### src/hw/rtl/gbm_pkg.sv
// Shared types, constants and register indexes of the Goertzel bin magnitude block.
`default_nettype none

package gbm_pkg;

    // Field widths of the sample and result transactions
    localparam int SAMPLE_BITS   = 16;
    localparam int MAG_BITS      = 40;
    localparam int ACC_BITS_DEF  = 40;

    // Coefficient formats (Q14)
    localparam int COEFF_BITS    = 17;
    localparam int TERM_BITS     = 16;
    localparam int Q_FRAC        = 14;
    localparam int ROUND_HALF    = 1 << (Q_FRAC - 1);

    // Frame queue between recursion and magnitude engine
    localparam int QUEUE_DEPTH   = 2;

    // Configuration port
    localparam int CFG_ADDR_BITS = 4;
    localparam int CFG_DATA_BITS = 32;

    localparam logic signed [COEFF_BITS-1:0] COEFF_RESET = '0;
    localparam logic signed [TERM_BITS-1:0]  COS_RESET   = 16'sd16384;
    localparam logic signed [TERM_BITS-1:0]  SIN_RESET   = '0;

    typedef enum logic [1:0] {
        REG_COEFF = 2'd0,
        REG_COS   = 2'd1,
        REG_SIN   = 2'd2
    } t_reg_idx;

    typedef struct packed {
        logic signed [SAMPLE_BITS-1:0] sample;
        logic                          last_sample;
    } t_in_item;

    typedef struct packed {
        logic [MAG_BITS-1:0] magnitude;
        logic                overflow;
    } t_out_item;

    typedef struct packed {
        logic signed [COEFF_BITS-1:0] coeff;
        logic signed [TERM_BITS-1:0]  cos_term;
        logic signed [TERM_BITS-1:0]  sin_term;
    } t_cfg;

endpackage

`default_nettype wire

### src/hw/rtl/gbm_queue.sv
// Small register FIFO that carries finished frame accumulators to the back end.
`default_nettype none

module gbm_queue #(
    parameter int WIDTH = 81,
    parameter int DEPTH = gbm_pkg::QUEUE_DEPTH
) (
    input  wire logic             i_clk,
    input  wire logic             i_rst_n,
    input  wire logic             i_push,
    input  wire logic [WIDTH-1:0] i_push_data,
    input  wire logic             i_pop,
    output logic      [WIDTH-1:0] o_pop_data,
    output logic                  o_full,
    output logic                  o_empty
);
    localparam int PTR_BITS = (DEPTH > 1) ? $clog2(DEPTH) : 1;
    localparam int CNT_BITS = $clog2(DEPTH + 1);

    logic [WIDTH-1:0]    r_mem [DEPTH];
    logic [PTR_BITS-1:0] r_wr_ptr;
    logic [PTR_BITS-1:0] r_rd_ptr;
    logic [CNT_BITS-1:0] r_count;
    logic                do_push;
    logic                do_pop;

    assign o_full     = (r_count == CNT_BITS'(DEPTH));
    assign o_empty    = (r_count == '0);
    assign o_pop_data = r_mem[r_rd_ptr];
    assign do_push    = i_push && !o_full;
    assign do_pop     = i_pop && !o_empty;

    // Advance pointers and fill count
    always_ff @(posedge i_clk) begin
        if (!i_rst_n) begin
            r_wr_ptr <= '0;
            r_rd_ptr <= '0;
            r_count  <= '0;
        end else begin
            if (do_push) begin
                r_wr_ptr <= (r_wr_ptr == PTR_BITS'(DEPTH - 1)) ? '0 : r_wr_ptr + 1'b1;
            end
            if (do_pop) begin
                r_rd_ptr <= (r_rd_ptr == PTR_BITS'(DEPTH - 1)) ? '0 : r_rd_ptr + 1'b1;
            end
            if (do_push && !do_pop) begin
                r_count <= r_count + 1'b1;
            end else if (!do_push && do_pop) begin
                r_count <= r_count - 1'b1;
            end
        end
    end

    // Store entries
    always_ff @(posedge i_clk) begin
        if (do_push) begin
            r_mem[r_wr_ptr] <= i_push_data;
        end
    end

endmodule

`default_nettype wire

### config.mk
export PLATFORM = sky130hd
export DESIGN_NAME = gbm_queue
export DESIGN_NICKNAME = d
export VERILOG_FILES = /design/src/hw/rtl/gbm_pkg.sv /design/src/hw/rtl/gbm_queue.sv
export SDC_FILE = /design/constraint.sdc
export NUM_CORES = 1
export LEC_CHECK = 0
export ABC_AREA = 1
export BUFFER_PORTS_ARGS = -buffer_cell sky130_fd_sc_hd__buf_2
export CAP_MARGIN = 15
export CORE_MARGIN = 2
export CORE_UTILIZATION = 51
export CTS_BUF_LIST = sky130_fd_sc_hd__clkbuf_4 sky130_fd_sc_hd__clkbuf_8 sky130_fd_sc_hd__clkbuf_16
export CTS_CLUSTER_DIAMETER = 40
export DETAILED_ROUTE_END_ITERATION = 10
export MAX_ROUTING_LAYER = met4
export PLACE_DENSITY = 0.88
export SKIP_LAST_GASP = 1
export SYNTH_ARGS = -nofsm -noshare
export SYNTH_HDL_FRONTEND = slang
export SYNTH_SLANG_ARGS = --single-unit
export TNS_END_PERCENT = 10
### constraint.sdc
create_clock -name i_clk -period 5.16 [get_ports i_clk]
set_input_delay 0 -clock i_clk [delete_from_list [all_inputs] [get_ports i_clk]]
set_output_delay 0 -clock i_clk [all_outputs]
set_load 0.03 [all_outputs]
After elaboration in Yosys (flattened, before gate mapping)
Memory sizes are Yosys's and may differ from the RTL's. A register that Yosys moved wholly into a read port is not among the register bits.
Index checks and enable logic that the tools add are counted.
{ "classes": {"add_sub_neg": 4, "n_eq_ne": 1, "muxes": 8, "n_reduce_logical": 10} }
{ "op_table": {"columns": ["cell", "count"], "rows": [
  ["1-bit two-way mux", 6],
  ["1-bit logical AND", 4],
  ["1-bit zero test", 4],
  ["2-bit two-way mux", 2],
  ["1-bit adder, second input constant", 2],
  ["2-bit by 1-bit adder with 2-bit output, second input constant", 1],
  ["2-bit == test, second input constant", 1],
  ["2-bit zero test", 1],
  ["2-bit nonzero test", 1],
  ["2-bit by 1-bit subtractor with 2-bit output, second input constant", 1]
]} }
{ "word_totals": {"register_bits": 4, "ram_bits": 162, "output_inout_bits": 83, "n_memories": 1} }
{ "memory_table": {"columns": ["memory", "depth", "word_bits", "rd", "rd_ports_with_merged_regs", "wr", "line", "text"], "rows": [
  ["r_mem", 2, 81, 1, 1, 1, "gbm_queue.sv:20", "logic [WIDTH-1:0] r_mem [DEPTH];"]
]} }

Logic depth before layout (Yosys ltp)
{ "logic_depth": {"word_depth": 7, "depth_mapped": 10} }

Worst setup path after synthesis
OpenSTA, ideal clock, no wires.
{ "synth_path": {"path_type": "reg-to-reg", "from": "register r_count[0]", "to": "memory r_mem[0][0] (enable)", "setup_ps": 521, "arrival_time_ps": 3857, "required_time_ps": 4639, "path_slack_ps": 783, "path_stages_with_launch": 3, "path_buffers": 0, "synth_period_minus_slack_ps": 4377, "path_cell_list": "dfxtp_1 > o21ai_2 > nor2_1"} }
{ "synth_between": {"elab_chain_len": 5} }
{ "synth_rtl": {"columns": ["item", "line", "text"], "rows": [
  ["from (decl)", "gbm_queue.sv:23", "logic [CNT_BITS-1:0] r_count;"],
  ["from (signal assigned)", "gbm_queue.sv:47", "r_count <= r_count + 1'b1;"],
  ["from (signal assigned)", "gbm_queue.sv:49", "r_count <= r_count - 1'b1;"],
  ["2-bit == test", "gbm_queue.sv:27", "assign o_full = (r_count == CNT_BITS'(DEPTH));"],
  ["1-bit zero test", "gbm_queue.sv:30", "assign do_push = i_push && !o_full;"],
  ["1-bit logical AND", "gbm_queue.sv:30", null],
  ["1-bit two-way mux", "gbm_queue.sv:56", "if (do_push) begin"],
  ["1-bit two-way mux (implied by the code)", "gbm_queue.sv:57", "r_mem[r_wr_ptr] <= i_push_data;"],
  ["to (decl)", "gbm_queue.sv:20", null]
]} }
Every way passes these cells.

==> flow_summary.toml <==
[die]
core_sq_um = 12500
start_util_pct = 51.9
die_x_microns = 117
io_pins = 168
die_h_microns = 117
die-area_sq_um = 13700
rows = 41

[yosys]
yosys.cell_count.top_type = "edfxtp_1"
ys_seq_area_share_pct = 76.5
avgSynthCellArea_sq_um = 22.4
synthesis.area_sq_um = 6490
synth_mux_area_share_pct = 18.7
ys.flop_type = "edfxtp_1"
synth_compound_area_share_pct = 0.366
ys_warn_count = 0
async_flop_share_pct = 0
synth_edf_count = 162
synth_top_cells_by_area = "edfxtp_1 75%, mux2_4 18%, buf_12 2.5%"
synth_top_family_by_area = "multiplexers"
synth_top_area_share_pct = 74.9
yosysTopAreaCell = "edfxtp_1"
synthAdderAreaFrac_pct = 0.193
synth-seq-cells = 167
synthTopCellsByCount = "162 x edfxtp_1, 80 x mux2_4, 11 x nor2_1, 9 x inv_1, 8 x buf_12"
yosysUniqueCellTypes = 15
syn_inst = 290
synthXorXnorAreaFrac_pct = 0
synth_fp_nets = 376
synthSimpleGateAreaFrac_pct = 1.16

[setup_path]
crit_fanout = 48
cp-start-kind = "flop"
endpoint_kind = "output port"
crit_type = "flop to output port"
timing.rr.start = "r_count[0]"
critPathRequiredTime_ps = 5160
cp.arrival_ps = 2610

[sta]
hold_slack_ps = 45.5
fin_worst_skew_ps = 6.00
fin_setup_tns_ps = 0
min_period_ps = 2610
slew_violations = 0
fin_crit_sh_pct = 50.6
setup_viol = 0
worstMarginPinSlew_ps = 888
hold_violations = 0
rsz0062_at_grt = "false"
slew_headroom_pct = 40.8
fmax_ghz = 0.383

[pwr]
p_per_area_nw_per_um2 = 485
leakage_uw = 0.00355
ir_drop_v = 0.000342

[global_route]
grt_pass1_vias = 3603
antenna_found_initial = 0
grt_pass1_wl_microns = 17700
grt_max_degree = 49
grt_overflow_total = 0
track_usage_pct = 18.5

[route]
ant_nets = 0
first_iter_violations = 264
vias = 3463
drc = 0
wl_per_cell_microns = 16.5
wl_microns = 12200
vias_per_cell = 4.69
dr.pass1.iters = 5

[run]
cap_viol_max_count = 0

[place]
gp_congestion = 0.721
dp_hpwl_microns = 7140
placed_area_sq_um = 7410
portBuffers = 167

[layout]
final_area_sq_um = 8870
utilization_pct = 70.9
syn_to_final_growth_pct = 36.6
final-seq-area_sq_um = 4970
fillers = 783
drive_gt1_share_pct = 50.4
multi_input_area_sq_um = 1340
nNetsFinal = 641
n_antenna_cell = 0

[cts]
cts_buffers = 17
clkLatencyLatePin_ps = 410
cts_resized = 0
clkSlewWorstSetupHoldPaths_ps = 60
cts_tree = "built"
cts_sinks = 167
root_buffer = "clkbuf_16"
htreeDepth = 4
cts_buffer_depth = 2

[hold_path]
hp-class = "input port to flop"
hp-start = "i_push"

[outcome]
status = "completed"
-- placed cells by master, fill, tap and decap left out --
| master | instances |
|---|---|
| bufinv_16 | 3 |
| nor2_1 | 9 |
| nand4_1 | 1 |
| o21ai_0 | 2 |
| buf_16 | 1 |
| buf_12 | 1 |
| mux2_4 | 80 |
| nand3_1 | 1 |
| buf_2 | 167 |
| nor2_4 | 2 |
| clkinv_1 | 2 |
| dfxtp_1 | 4 |
| dfxtp_4 | 1 |
| clkinv_2 | 6 |
| inv_1 | 9 |
| clkinvlp_4 | 1 |
| edfxtp_1 | 162 |
| clkbuf_4 | 2 |
| mux2_2 | 1 |
| buf_4 | 3 |
| ha_1 | 1 |
| o21ai_2 | 1 |
| nand2_1 | 6 |
| dlygate4sd3_1 | 83 |
| clkbuf_16 | 17 |
| a21oi_1 | 1 |
-- final cells by class --
| type | instances | share of cell area [%] |
|---|---|---|
| Clock buffer | 19 | 4.97 |
| Clock inverter | 12 | 1.52 |
| Inverter | 9 | 0.381 |
| Multi-Input combinational cell | 105 | 15.1 |
| Sequential cell | 167 | 56.0 |
| Tap cell | 172 | 2.43 |
| Timing Repair Buffer | 255 | 19.6 |
-- cells by family (layout without fill, tap and decap cells) --
logic type / Yosys count / after routing
compound gates: 4 / 4
simple gates: 19 / 19
fa+ha+maj: 1 / 1
mux: 81 / 81
flops: 167 / 167
buf+inv: 18 / 295
-- where the power goes --
part           internal [uW]  switching [uW]  total (uW)
registers               1720             109        1830
logic                    526             731        1260
clock network            759             458        1220
-- routing by layer --
metal	wire length, microns	share of wire, %	GRT usage, %	up-vias
met5	0	0	-	-
met4	234	1.9	8.08	0
met3	608	5.0	5.15	21
met2	6400	53	31.2	131
met1	4930	41	20.6	1657
li1	-	-	-	1654
-- per-stage QoR --
stage	instances	power [uW]	setup WS [ps]
2_1_floorplan	290	2820	783
3_3_place_gp	623	3010	2770
3_5_place_dp	623	3040	2620
4_1_cts	737	4300	2530
5_1_grt	739	4470	2420
6_report	739	4300	2550
-- flip-flops by register name (all words and copies together) (netlist names), named ones only --
signal and flops:
r_count 2, r_mem 162, r_rd_ptr 1, r_wr_ptr 1
-- path summary, 6_finish.rpt --
| check | end | slack [ps] | cells past startpoint |
|---|---|---|---|
| setup / recovery | o_pop_data[74] | 2550 | 3 |
| hold / removal | r_wr_ptr | 50 | 4 |
| setup reg to reg | r_mem[0][73] | 2960 | 4 |
| hold reg to reg | r_rd_ptr | 500 | 2 |
-- worst max-delay path, cell delays in order (launching register included) --
cell,delay [ps]
dfxtp_4,910
buf_4,650
mux2_4,360
buf_2,180
-- timing repair --
item | 4_1_cts | 5_1_grt
hold buffers | 83 | 0
endpoints found under the hold margin | 167 | 0
buffers inserted | 0 | 0
No activity file was read; power rests on OpenSTA's default activity.
