--- src/hw/rtl/gbm_pkg.sv ---
// Shared types, constants and register indexes of the Goertzel bin magnitude block.
`default_nettype none

package gbm_pkg;

    // Field widths of the sample and result transactions
    localparam int SAMPLE_BITS   = 16;
    localparam int MAG_BITS      = 40;
    localparam int ACC_BITS_DEF  = 40;

    // Coefficient formats (Q14)
    localparam int COEFF_BITS    = 17;
    localparam int TERM_BITS     = 16;
    localparam int Q_FRAC        = 14;
    localparam int ROUND_HALF    = 1 << (Q_FRAC - 1);

    // Frame queue between recursion and magnitude engine
    localparam int QUEUE_DEPTH   = 2;

    // Configuration port
    localparam int CFG_ADDR_BITS = 4;
    localparam int CFG_DATA_BITS = 32;

    localparam logic signed [COEFF_BITS-1:0] COEFF_RESET = '0;
    localparam logic signed [TERM_BITS-1:0]  COS_RESET   = 16'sd16384;
    localparam logic signed [TERM_BITS-1:0]  SIN_RESET   = '0;

    typedef enum logic [1:0] {
        REG_COEFF = 2'd0,
        REG_COS   = 2'd1,
        REG_SIN   = 2'd2
    } t_reg_idx;

    typedef struct packed {
        logic signed [SAMPLE_BITS-1:0] sample;
        logic                          last_sample;
    } t_in_item;

    typedef struct packed {
        logic [MAG_BITS-1:0] magnitude;
        logic                overflow;
    } t_out_item;

    typedef struct packed {
        logic signed [COEFF_BITS-1:0] coeff;
        logic signed [TERM_BITS-1:0]  cos_term;
        logic signed [TERM_BITS-1:0]  sin_term;
    } t_cfg;

endpackage

`default_nettype wire

--- src/hw/rtl/gbm_front.sv ---
// Front end: takes samples and runs the saturating Goertzel recursion.
`default_nettype none

module gbm_front #(
    parameter int ACC_BITS = gbm_pkg::ACC_BITS_DEF
) (
    input  wire logic              i_clk,
    input  wire logic              i_rst_n,
    input  wire logic              i_in_valid,
    output logic                   o_in_stall,
    input  wire gbm_pkg::t_in_item i_in_data,
    input  wire gbm_pkg::t_cfg     i_cfg,
    input  wire logic              i_q_full,
    output logic                   o_push,
    output logic [2*ACC_BITS:0]    o_push_data
);
    import gbm_pkg::*;

    localparam int PW = ACC_BITS + COEFF_BITS;
    localparam int SW = ACC_BITS + 5;

    typedef enum logic [1:0] {
        F_TAKE = 2'b01,
        F_UPD  = 2'b10
    } t_fstate;

    t_fstate                       r_state;
    t_fstate                       n_state;
    logic signed [ACC_BITS-1:0]    r_q1;
    logic signed [ACC_BITS-1:0]    r_q2;
    logic                          r_sat;
    logic signed [PW-1:0]          r_prod;
    logic signed [SAMPLE_BITS-1:0] r_x;
    logic                          r_last;

    logic                          accept;
    logic signed [PW-1:0]          rnd_w;
    logic signed [SW-1:0]          q0_w;
    logic                          q0_hit;
    logic signed [ACC_BITS-1:0]    q0_sat;

    // Take a sample only in F_TAKE and when a finished frame would find room in the queue
    assign o_in_stall = (r_state != F_TAKE) || i_q_full;
    assign accept     = i_in_valid && !o_in_stall;

    // Round the product, close the recursion and clamp to the accumulator range
    always_comb begin
        rnd_w  = (r_prod + PW'(ROUND_HALF)) >>> Q_FRAC;
        q0_w   = SW'(rnd_w) - SW'(r_q2) + SW'(r_x);
        q0_hit = (q0_w[SW-1:ACC_BITS-1] != '0) && (q0_w[SW-1:ACC_BITS-1] != '1);
        if (q0_hit) begin
            q0_sat = q0_w[SW-1] ? {1'b1, {(ACC_BITS-1){1'b0}}}
                                : {1'b0, {(ACC_BITS-1){1'b1}}};
        end else begin
            q0_sat = q0_w[ACC_BITS-1:0];
        end
    end

    // Hand the frame end to the queue: newest, previous and saturation flag
    assign o_push      = (r_state == F_UPD) && r_last;
    assign o_push_data = {q0_sat, r_q1, r_sat | q0_hit};

    always_comb begin
        n_state = r_state;
        case (r_state)
            F_TAKE: begin
                if (accept) begin
                    n_state = F_UPD;
                end
            end
            F_UPD: begin
                n_state = F_TAKE;
            end
            default: begin
                n_state = F_TAKE;
            end
        endcase
    end

    // Update accumulators; clear them after the last sample of a frame
    always_ff @(posedge i_clk) begin
        if (!i_rst_n) begin
            r_state <= F_TAKE;
            r_q1    <= '0;
            r_q2    <= '0;
            r_sat   <= 1'b0;
        end else begin
            r_state <= n_state;
            if (r_state == F_UPD) begin
                if (r_last) begin
                    r_q1  <= '0;
                    r_q2  <= '0;
                    r_sat <= 1'b0;
                end else begin
                    r_q1  <= q0_sat;
                    r_q2  <= r_q1;
                    r_sat <= r_sat | q0_hit;
                end
            end
        end
    end

    // Capture the sample and multiply the previous accumulator by the coefficient
    always_ff @(posedge i_clk) begin
        if (accept) begin
            r_prod <= PW'(r_q1) * PW'(i_cfg.coeff);
            r_x    <= i_in_data.sample;
            r_last <= i_in_data.last_sample;
        end
    end

endmodule

`default_nettype wire

--- config.mk ---
export PLATFORM = sky130hd
export DESIGN_NAME = gbm_front
export DESIGN_NICKNAME = d
export VERILOG_FILES = /design/src/hw/rtl/gbm_pkg.sv /design/src/hw/rtl/gbm_front.sv
export SDC_FILE = /design/constraint.sdc
export NUM_CORES = 2
export LEC_CHECK = 0
export ABC_AREA = 1
export BUFFER_PORTS_ARGS = -buffer_cell sky130_fd_sc_hd__buf_2
export CELL_PAD_IN_SITES_DETAIL_PLACEMENT = 0
export CELL_PAD_IN_SITES_GLOBAL_PLACEMENT = 2
export CORE_ASPECT_RATIO = 0.5
export CORE_MARGIN = 1.5
export CORE_UTILIZATION = 35
export DETAILED_ROUTE_END_ITERATION = 6
export PLACE_DENSITY_LB_ADDON = 0.1
export SYNTH_ARGS = -nofsm -noshare
export SYNTH_HDL_FRONTEND = slang
export SYNTH_SLANG_ARGS = --single-unit
export TNS_END_PERCENT = 1
--- constraint.sdc ---
create_clock -name i_clk -period 8.65 [get_ports i_clk]
set_input_delay 0.865 -clock i_clk [delete_from_list [all_inputs] [get_ports i_clk]]
set_output_delay 0.865 -clock i_clk [all_outputs]
set_load 0.01 [all_outputs]
[After elaboration in Yosys (flattened, before gate mapping)]
Index checks and enable logic that the tools add are counted.
W data, S select, Z words.
Cells by class
  multiply operators: 1
  mux-type cells: 5
  bitwise gates (word level): 1
  add/sub/neg operators: 3
  reductions and logical operators: 7
  eq/ne operators: 4
Operators by type and width (count)
  $mux W40: 4
  $add A57 B15 Y57 const B: 1
  $mul A40 B17 Y57: 1
  $add A44 B16 Y45: 1
  $sub A43 B40 Y44: 1
  $ne A6 B6 Y1 const B: 1
  $reduce_bool A6 Y1: 1
  $logic_and A1 B1 Y1: 3
  $eq A2 B1 Y1 const B: 1
  $eq A2 B2 Y1 const B: 1
  $ne A2 B1 Y1 const B: 1
  $reduce_and A2 Y1: 1
  $logic_not A1 Y1: 1
  $logic_or A1 B1 Y1: 1
  $mux W1: 1
  $or A1 B1 Y1: 1
Word-level totals
  flip-flop bits (word level): 157
  logic and storage cells: 28
  bits of input ports: 70

[Longest topological paths before layout]
  word-level depth: 7
  gate-level depth with buffers: 34
  depth with buffers taken out: 33

[Least setup slack after synthesis]
OpenSTA, ideal clock, no wires.
  path type: input to register
  start point: in i_cfg[34] (netlist name)
  end point: reg r_prod[53], data pin
  stages on the path: 23
  required time: 8.385 ns
  arrival: 6.167 ns
  path slack: 2.217 ns
  setup time: 0.265 ns
  path through: clkbuf_1 -> buf_1 -> nand2_1 -> fa_1 -> inv_1 -> fa_1 -> inv_1 -> fa_1 -> inv_1 -> fa_1 -> fa_1 -> inv_1 -> fa_1 -> inv_1 -> ha_1 -> nand2_1 -> nor2_1 -> inv_1 -> nor4_1 -> nand3_1 -> nand3_1 -> a41oi_1 -> xor2_1
Between the ends
  cells in the longest elaborated chain, start to end: 1
Ends and longest elaborated chain
  start: declaration: RTL line gbm_front.sv:12  | input wire gbm_pkg::t_cfg i_cfg,
  $mul A40 B17 Y57: RTL line gbm_front.sv:106  | r_prod <= PW'(r_q1) * PW'(i_cfg.coeff);
  end signal: assignment: RTL line gbm_front.sv:106
  end: declaration: RTL line gbm_front.sv:32  | logic signed [PW-1:0] r_prod;
No other way between the ends.
A chain may end at the register's enable or synchronous reset.

[Worst setup path after layout]
  start point: reg r_prod[15]
  end point: out o_push_data[62]
Between the ends
  cells in the longest elaborated chain, start to end: 6
  elaborated cells on any way between the ends: 8
Ends and longest elaborated chain
  $add A57 B15 Y57 (*): RTL line gbm_front.sv:48  | rnd_w = (r_prod + PW'(ROUND_HALF)) >>> Q_FRAC;
  $sub A43 B40 Y44 (*): RTL line gbm_front.sv:49  | q0_w = SW'(rnd_w) - SW'(r_q2) + SW'(r_x);
  $add A44 B16 Y45 (*): RTL line gbm_front.sv:49
  $ne A6 B6 Y1 or $reduce_bool A6 Y1 (tied branches): RTL line gbm_front.sv:50  | q0_hit = (q0_w[SW-1:ACC_BITS-1] != '0) && (q0_w[SW-1:ACC_BITS-1] != '1);
  $logic_and A1 B1 Y1: RTL line gbm_front.sv:50
  $mux W40 (*): RTL line gbm_front.sv:51  | if (q0_hit) begin
  end: declaration: RTL line gbm_front.sv:15  | output logic [2*ACC_BITS:0] o_push_data
Mark *: on every way between the ends. The rest lies on a longest branch, timed or not.

==> flow_metrics.tcl <==
set metrics [dict create \
    status "completed" \
    numCtsBuffers 17 \
    drive_above_1_share_pct 6.24 \
    holdWs_ns 0.467 \
    fp.dieH_um 224 \
    synth_cells 4544 \
    synthMostInstantiatedCell "inv_1" \
    h-tree-depth 4 \
    setup_viol_count_final 0 \
    yosysSeqAreaShare_pct 10.2 \
    post_cts_buffers 0 \
    core_mm2 0.0962 \
    cp_slowest_cell "nand2_2" \
    crit_path_max_fanout 41 \
    synth-seq-cells 144 \
    synth_ff_type "dfxtp_1" \
    gp_congestion 0.922 \
    max_cap_viol_count 0 \
    dr_total_vias 27900 \
    holdCritPathClass "register to register" \
    swShare_pct 43.8 \
    synth-edff-count 61 \
    synth_async_sr_flop_share_pct 0 \
    synth_warnings 0 \
    seq_power_share_pct 28.0 \
    clock_sinks 144 \
    antenna_found_initial 7 \
    critical_path.top_delay_family "simple AND/OR/NAND/NOR gates" \
    io_pins 153 \
    critical_path_class "register to output pin" \
    antenna_left 0 \
    finish.utilization_pct 38.5 \
    yosysTopAreaCellShare_pct 39.8 \
    clock_path_buffers 2 \
    first_pass_iters 5 \
    endpoint_kind "output pin" \
    rsz0062_at_grt "false" \
    critPathBufInv 6 \
    max_stage_delay_ns 0.74 \
    drc 0 \
    regArea_mm2 0.00349 \
    grt.overflow.total 0 \
    cts-resized-gates 0 \
    die-area_mm2 0.100 \
    nets 5509 \
    grt_pass1_vias 29300 \
    cellPowerDensity_mw_per_mm2 72.8 \
    clkTransAtPathRegs_ns 0.08 \
    hpwl_um 97800 \
    port_buffers 120 \
    routed_wl_um 117000 \
    p_leak_nw 20.4 \
    clock_skew_ns 0.0196 \
    num_rows 80 \
    setup_tns_ns 0 \
    slew_viol_final 0 \
    cp.arrival_ns 6.83 \
    cts_root_buf "clkbuf_16" \
    fin_crit_ns 7.69 \
    required_ns 7.79 \
    grt_pass1_wl_um 179000 \
    gr-usage-all-layers_pct 24.0 \
    hold_viol_final 0 \
    relSlewSlack_pct 25.9 \
    pwr-share-clk_pct 28.5 \
    cp_common_cell "nand2_1" \
    num-fill-cells 10300 \
    clock_latency_ns 0.47 \
    multi_input_area_mm2 0.0253 \
    die_width_um 446 \
    initial_core_util_pct 35.7 \
    cp-start-kind "register" \
    grt_max_degree 81 \
    synth_top_cell_by_area "fa_1" \
    syn_area_mm2 0.0343 \
    syn2layout_area_growth_pct 7.94 \
    p_comb_share_pct 43.4 \
    synth_cell_types 50 \
    irDropWorstVdd_uv 117 \
    period_share_pct 88.9 \
    cts_tree "done" \
    power_report.internal_total_mw 1.52 \
    post_drt_wl_per_cell_um 19.7 \
    ctsHoldBuffers 0 \
    yosys-top-cells-area "fa_1, inv_1, nand2_1" \
    synth_commonest_cells "inv_1, nand2_1, fa_1, a21oi_1, nor2_1" \
    initialDrtViolationCount 1829 \
    synth_nets 5470 \
    worst_slew_pin_slew_ns 1.11 \
    vias_per_cell 4.71 \
    avgSynthCellArea_um2 7.55 \
    max_freq_mhz 130 \
    power.switching_mw 1.18 \
]
==> per-stage QoR <==
| step | total power, mW | instances | setup slack, ns | area (um^2) |
|---|---|---|---|---|
| after floorplan | 1.54 | 4544 | 2.22 | 34300 |
| after global placement | 1.94 | 5876 | 0.971 | 36400 |
| after detailed placement | 1.95 | 5876 | 0.986 | 36400 |
| after CTS | 2.72 | 5908 | 0.771 | 37000 |
| after global routing | 2.88 | 5908 | 0.179 | 37000 |
| final | 2.70 | 5910 | 0.958 | 37000 |
==> routing by layer <==
metal / wire length (um) / up-vias / track usage, %
li1: - / 13100 / -
met1: 61000 / 14000 / 38.1
met2: 47100 / 617 / 34.5
met3: 7330 / 75 / 3.94
met4: 1200 / 0 / 3.43
met5: 0 / - / 0
==> flip-flops by register name, summed over array words and instances (netlist names) <==
register and flops:
r_prod 44, r_last 1, r_x 16, r_q2 40, r_q1 40, r_state 2, r_sat 1
==> cell type report <==
| type | count | share of cell area [%] |
|---|---|---|
| multi-input cells | 2945 | 68.3 |
| inverters | 1269 | 12.9 |
| flip-flops and latches | 144 | 9.43 |
| well taps | 1312 | 4.43 |
| repair buffers | 206 | 3.36 |
| clock buffers | 17 | 1.15 |
| clock inverters | 15 | 0.449 |
| diodes | 2 | 0.0135 |
==> cells by family after synthesis <==
family | share of synthesized area (%)
flip-flops | 10.2
adder cells (fa/ha/maj) | 46.2
AO/OA/AOI/OAI | 4.90
buffers and inverters | 16.1
AND/OR/NAND/NOR | 19.4
XOR/XNOR | 3.24
==> worst register-to-register path, stage by stage, from the launching register on <==
cell and delay [ns]:
dfxtp_1 1.04, buf_4 0.38, nand2_1 0.08, inv_1 0.10
fa_1 0.46, fa_1 0.55, fa_1 0.46, fa_1 0.49
fa_1 0.49, inv_1 0.05, fa_1 0.47, inv_1 0.04
ha_1 0.45, a21oi_1 0.40, inv_1 0.07, a31oi_1 0.21
o21ai_0 0.18, a31oi_1 0.17, nand3_1 0.17, a21oi_1 0.35
o21ai_0 0.15, xor2_1 0.17
==> path summary, 6_finish.rpt <==
path         startpoint              end  slack, ns  depth (start not counted)
max          r_prod[15]  o_push_data[62]       0.96                         31
min            r_q2[20]         r_q2[20]       0.47                          2
max reg2reg    r_q1[15]       r_prod[55]       1.45                         21
min reg2reg    r_q2[20]         r_q2[20]       0.47                          2
==> cell usage in the layout (no fill, tap or decap), types with 5 or more instances in the layout <==
master and n:
nor2_1 196, dfxtp_1 83, inv_1 1262, nand2_1 1240
a21oi_1 199, buf_4 86, inv_2 7, buf_2 120
nand4_1 24, or2_2 9, nand2_2 9, xnor2_1 57
nor2_2 11, xor2_1 70, fa_1 683, a31oi_1 25
edfxtp_1 61, nor3_1 21, nor4_1 17, a21o_1 5
o21a_1 6, ha_1 173, o21ai_0 46, o21bai_1 14
clkbuf_16 17, inv_6 6, nand3_1 101
==> power by group through the flow <==
stage,Sequential (mW),Combinational [mW],Clock [mW]
after floorplan,0.764,0.773,0
after global placement,0.771,1.17,0
after detailed placement,0.771,1.17,0
after CTS,0.756,1.18,0.787
after global routing,0.758,1.31,0.813
final,0.756,1.17,0.770
(Power assumes the default switching activity.)
